--- src/hdl/pters_pkg.sv ---
`timescale 1ns / 1ps
// ----------------------------------------------------------------------------
// pters_pkg
// Shared types and helpers of the periodic task scheduler: the candidate that
// travels along the job cell chain, the command bundle sent to every cell and
// the ranking function used by both scheduling policies.
// ----------------------------------------------------------------------------
package pters_pkg;

  // Widths cover the full parameter ranges (up to 64 job slots, 32 tasks).
  localparam int SLOT_W = 6;
  localparam int TASK_W = 5;
  localparam int TCNT_W = 6;

  localparam logic POLICY_EDF = 1'b0;
  localparam logic POLICY_RM  = 1'b1;

  localparam logic OP_TICK = 1'b0;
  localparam logic OP_LOAD = 1'b1;

  localparam logic CFG_POLICY     = 1'b0;
  localparam logic CFG_TASK_COUNT = 1'b1;

  typedef struct packed {
    logic              found;
    logic [SLOT_W-1:0] slot;
    logic [TASK_W-1:0] task_idx;
    logic [15:0]       period;
    logic [31:0]       release_time;
    logic [31:0]       abs_deadline;
    logic [15:0]       job_number;
    logic [15:0]       remaining;
    logic              missed;
  } cand_t;

  typedef struct packed {
    logic              policy;
    logic [31:0]       now;
    logic              mark;
    logic              wr_en;
    logic [SLOT_W-1:0] wr_slot;
    logic [TASK_W-1:0] wr_task;
    logic [15:0]       wr_job;
    logic [31:0]       wr_deadline;
    logic [15:0]       wr_work;
    logic [15:0]       wr_period;
    logic              ld_en;
    logic [TASK_W-1:0] ld_task;
    logic [15:0]       ld_period;
    logic              run_en;
    logic [SLOT_W-1:0] run_slot;
  } cell_cmd_t;

  // True when job a ranks strictly before job b. Job b always sits in a lower
  // slot, so a full tie keeps b.
  function automatic logic ranks_before(input logic pol, input cand_t a, input cand_t b);
    logic r;
    r = 1'b0;
    if (pol == POLICY_EDF) begin
      if (a.abs_deadline != b.abs_deadline) r = a.abs_deadline < b.abs_deadline;
      else if (a.release_time != b.release_time) r = a.release_time < b.release_time;
      else if (a.task_idx != b.task_idx) r = a.task_idx < b.task_idx;
    end else begin
      if (a.period != b.period) r = a.period < b.period;
      else if (a.task_idx != b.task_idx) r = a.task_idx < b.task_idx;
      else if (a.release_time != b.release_time) r = a.release_time < b.release_time;
    end
    return r;
  endfunction

endpackage

--- src/hdl/pters_cell.sv ---
`timescale 1ns / 1ps
// ----------------------------------------------------------------------------
// pters_cell
// One job slot. Holds a pending job, flags a passed deadline, and passes the
// better of its own job and the incoming candidate to the next cell.
// ----------------------------------------------------------------------------
module pters_cell #(
  parameter int SLOT = 0
) (
  input  logic               clk_i,
  input  logic               rst_ni,
  input  pters_pkg::cell_cmd_t cmd_i,
  input  pters_pkg::cand_t   cand_i,
  output pters_pkg::cand_t   cand_o,
  output logic               valid_o
);
  import pters_pkg::*;

  logic              valid_q;
  logic [TASK_W-1:0] task_q;
  logic [15:0]       period_q;
  logic [31:0]       release_q;
  logic [31:0]       deadline_q;
  logic [15:0]       job_q;
  logic [15:0]       remaining_q;
  logic              missed_q;
  cand_t             cand_q;
  cand_t             self_c;
  logic              wr_hit, run_hit;

  assign wr_hit  = cmd_i.wr_en && (cmd_i.wr_slot == SLOT_W'(SLOT));
  assign run_hit = cmd_i.run_en && (cmd_i.run_slot == SLOT_W'(SLOT));

  always_comb begin
    self_c.found        = valid_q;
    self_c.slot         = SLOT_W'(SLOT);
    self_c.task_idx     = task_q;
    self_c.period       = period_q;
    self_c.release_time = release_q;
    self_c.abs_deadline = deadline_q;
    self_c.job_number   = job_q;
    self_c.remaining    = remaining_q;
    self_c.missed       = missed_q;
  end

  always_ff @(posedge clk_i or negedge rst_ni) begin
    if (!rst_ni) begin
      valid_q <= 1'b0;
    end else if (wr_hit) begin
      valid_q <= 1'b1;
    end else if (run_hit && remaining_q == 16'd1) begin
      valid_q <= 1'b0;
    end
  end

  always_ff @(posedge clk_i) begin
    if (wr_hit) begin
      task_q      <= cmd_i.wr_task;
      period_q    <= cmd_i.wr_period;
      release_q   <= cmd_i.now;
      deadline_q  <= cmd_i.wr_deadline;
      job_q       <= cmd_i.wr_job;
      remaining_q <= cmd_i.wr_work;
      missed_q    <= 1'b0;
    end else begin
      if (cmd_i.ld_en && cmd_i.ld_task == task_q) begin
        period_q <= cmd_i.ld_period;
      end
      if (cmd_i.mark && valid_q && cmd_i.now >= deadline_q) begin
        missed_q <= 1'b1;
      end
      if (run_hit) begin
        remaining_q <= remaining_q - 16'd1;
      end
    end
    if (valid_q && (!cand_i.found || ranks_before(cmd_i.policy, self_c, cand_i))) begin
      cand_q <= self_c;
    end else begin
      cand_q <= cand_i;
    end
  end

  assign cand_o  = cand_q;
  assign valid_o = valid_q;

endmodule

--- config.mk ---
export PLATFORM = sky130hd
export DESIGN_NAME = pters_cell
export DESIGN_NICKNAME = d
export VERILOG_FILES = /design/src/hdl/pters_pkg.sv /design/src/hdl/pters_cell.sv
export SDC_FILE = /design/constraint.sdc
export NUM_CORES = 1
export LEC_CHECK = 0
export BUFFER_PORTS_ARGS = -buffer_cell sky130_fd_sc_hd__buf_4
export CAP_MARGIN = 5
export CORE_MARGIN = 10
export CORE_UTILIZATION = 54
export DETAILED_ROUTE_END_ITERATION = 8
export GPL_TIMING_DRIVEN = 0
export PLACE_DENSITY = 0.91
export SLEW_MARGIN = 20
export SYNTH_ARGS = -nofsm -noshare
export SYNTH_HDL_FRONTEND = slang
export SYNTH_SLANG_ARGS = --single-unit
--- constraint.sdc ---
create_clock -name clk_i -period 6.7 [get_ports clk_i]
set_input_delay 2.01 -clock clk_i [delete_from_list [all_inputs] [get_ports clk_i]]
set_output_delay 2.01 -clock clk_i [all_outputs]
set_load 0.01 [all_outputs]
==> results.toml <==
[cts]
cts_tree = "yes"
clockBufferDepth = 3
cts_sinks = 244
cts_resized = 0
clk_latency_ps = 530
clockRootBuffer = "clkbuf_16"
post_cts_buffers = 0
cts-hold-fix-buffers = 0
cts.htree.levels = 1
cts_buffers = 26
clk_pin_slew_worst_paths_ps = 60

[synth]
dominantRegCellSynth = "dfxtp_1"
synth_nets = 1345
synth-edff-count = 117
synth.top_cells.by_area = "edfxtp_1 (31%), dfxtp_1 (22%), ha_1 (13%)"
synth_cell_type_count = 49
syn_avg_cell_area_sq_um = 12.0
yosysTopAreaCellShare = 0.311
synth_area_leader_cell = "edfxtp_1"
async_reset_ff_frac = 0.00410
netlist_area_sq_um = 11300
ys_seq_area_frac = 0.536
synth-seq-cells = 244
synthCells = 944
yosys_warnings = 0

[finish]
syn2layout_area_growth_pct = 38.1
mostFrequentLayoutCells = "buf_4 (407), dfxtp_1 (126), inv_1 (125), ha_1 (119), edfxtp_1 (117)"
final_common_cell = "buf_4"
fillCellCount = 1258
drive_gt1_frac = 0.397
layout.nets = 1782

[sta]
setup_viol = 0
rsz0062_at_grt = "false"
period_needed_ps = 5200
fmaxAchievable_mhz = 192
hold_slack_ps = 472
layout_setup_ws_ps = 1500
finalMaxSlewViolations = 0
hold_viol_final = 0
timing.final.crit_share = 0.775
fin_worst_skew_ps = 13.1
slew_headroom = 0.415
worstMarginPinSlew_ps = 876

[setup_path]
crit_path_end_kind = "flip-flop"
cp_max_fo = 10
crit_arrival_ps = 5640
critPathLaunchType = "primary input"
critPathRequiredTime_ps = 7140
crit_type = "primary input to flip-flop"

[floorplanning]
dieArea_sq_um = 27100
die_h_microns = 165
fp.dieW_microns = 165
top_level_ports = 408
row_count = 52
core_area_sq_um = 20400
start_util = 0.553

[routing]
avgRoutedWirePerCell_microns = 22.9
vias = 9139
dr.pass1.iters = 5
postRouteAntennaNets = 0
first_iter_violations = 598
via_per_inst = 5.46
finalWirelength_microns = 38300
drc = 0

[power]
power.static_leakage_nw = 7.58
p_sw_frac = 0.249
p_int_mw = 2.95
combPwrFrac = 0.196
ir_drop_v = 0.000169
powerDensity_nw_per_um2 = 252
p_sw_uw = 979
total_power_mw = 3.93
clkPwrFrac = 0.367
p_seq_frac = 0.437

[global_route]
grt_usage = 0.267
antenna_found_initial = 3
overflow = 0
grt_max_degree = 54
grt_pass1_vias = 9792
grt_pass1_wl_microns = 55700

[place]
pre_cts_ws_ps = 981
hpwl_microns = 30400
globalplace.congestion = 0.885
port_buffers = 407

[outcome]
status = "finished clean"

[run]
maxCapViolCount = 0

[min_path]
hp-class = "flip-flop to flip-flop"
[metal layers]
layer,vias to the layer above,wire [microns],track usage
li1,4223,-,-
met1,4336,13100,0.282
met2,495,20500,0.504
met3,85,3500,0.0680
met4,0,1200,0.0886
met5,-,0,0
[final timing paths]
check	startpoint	depth (start not counted)	slack, ps	end
max	cand_i[95]	11	1500	cand_o[47]
min	job_q[4]	1	470	cand_o[21]
max reg2reg	release_q[31]	9	2690	cand_o[47]
min reg2reg	job_q[4]	1	470	cand_o[21]
max in group asynchronous	rst_ni	1	5380	valid_o
min in group asynchronous	rst_ni	1	1240	valid_o
[worst max-delay path, stage by stage]
cell,delay (ps)
buf_4,90
inv_1,40
ha_1,300
nand4_1,200
or4_1,710
a311oi_1,400
nor4_1,170
a211oi_2,790
buf_6,290
buf_2,360
mux2i_1,270
[per-stage QoR]
| step | cells | setup TNS, ps | utilization | area [sq um] |
|---|---|---|---|---|
| global placement | 1621 | -71620 | 0.719 | 14700 |
| finish | 1673 | 0 | 0.764 | 15600 |
| detailed placement | 1623 | 0 | 0.721 | 14700 |
| CTS | 1670 | 0 | 0.763 | 15600 |
| floorplan | 944 | 0 | - | 11300 |
| global route | 1673 | 0 | 0.764 | 15600 |
[kinds of logic after synthesis]
| family | Yosys count | share of synthesized area |
|---|---|---|
| XOR/XNOR | 18 | 0.0140 |
| buffers and inverters | 145 | 0.0518 |
| flip-flops | 244 | 0.536 |
| adder cells (fa/ha/maj) | 119 | 0.132 |
| AO/OA/AOI/OAI | 120 | 0.0666 |
| multiplexers | 118 | 0.122 |
| AND/OR/NAND/NOR | 180 | 0.0776 |
[flip-flops by register name, summed over array words and instances, names as in the netlist]
register / cells
period_q: 16
job_q: 16
missed_q: 1
remaining_q: 16
valid_o: 1
cand_o: 125
deadline_q: 32
release_q: 32
task_q: 5
[Yosys cell counts (3+ instances only)]
cell	count
a211oi_1	5
a21o_1	22
a21oi_1	40
a31oi_1	3
and2_1	7
and3_1	3
buf_2	9
buf_6	4
clkbuf_1	7
dfxtp_1	126
edfxtp_1	117
ha_1	119
inv_1	125
mux2_2	64
mux2_4	23
mux2i_1	31
nand2_1	81
nand2b_1	5
nand3_1	5
nand4_1	25
nor2_1	18
nor2b_1	7
nor3_1	9
nor4_1	8
o2111ai_1	3
o211ai_1	3
o21ai_0	28
or2_2	3
or4_1	3
xnor2_1	15
xor2_1	3
[power groups by stage]
stage	sequential [mW]	clock (mW)	combinational [mW]
after floorplan	1.79	0	0.306
after global placement	1.75	0	0.740
after detailed placement	1.75	0	0.764
after CTS	1.72	1.45	0.774
after global routing	1.73	1.51	0.820
final	1.72	1.44	0.769
[cell type report]
class	count	area, sq um	share of cell area
sequential	244	6060	0.388
buffer	20	120	0.00770
inverter	125	469	0.0301
antenna	3	7.51	0.000481
timing repair buffer	409	3090	0.198
multi-input combinational	555	4660	0.298
clock buffer	42	802	0.0514
clock inverter	5	57.6	0.00369
tap	270	338	0.0216
Power figures use the tool's default switching activity.
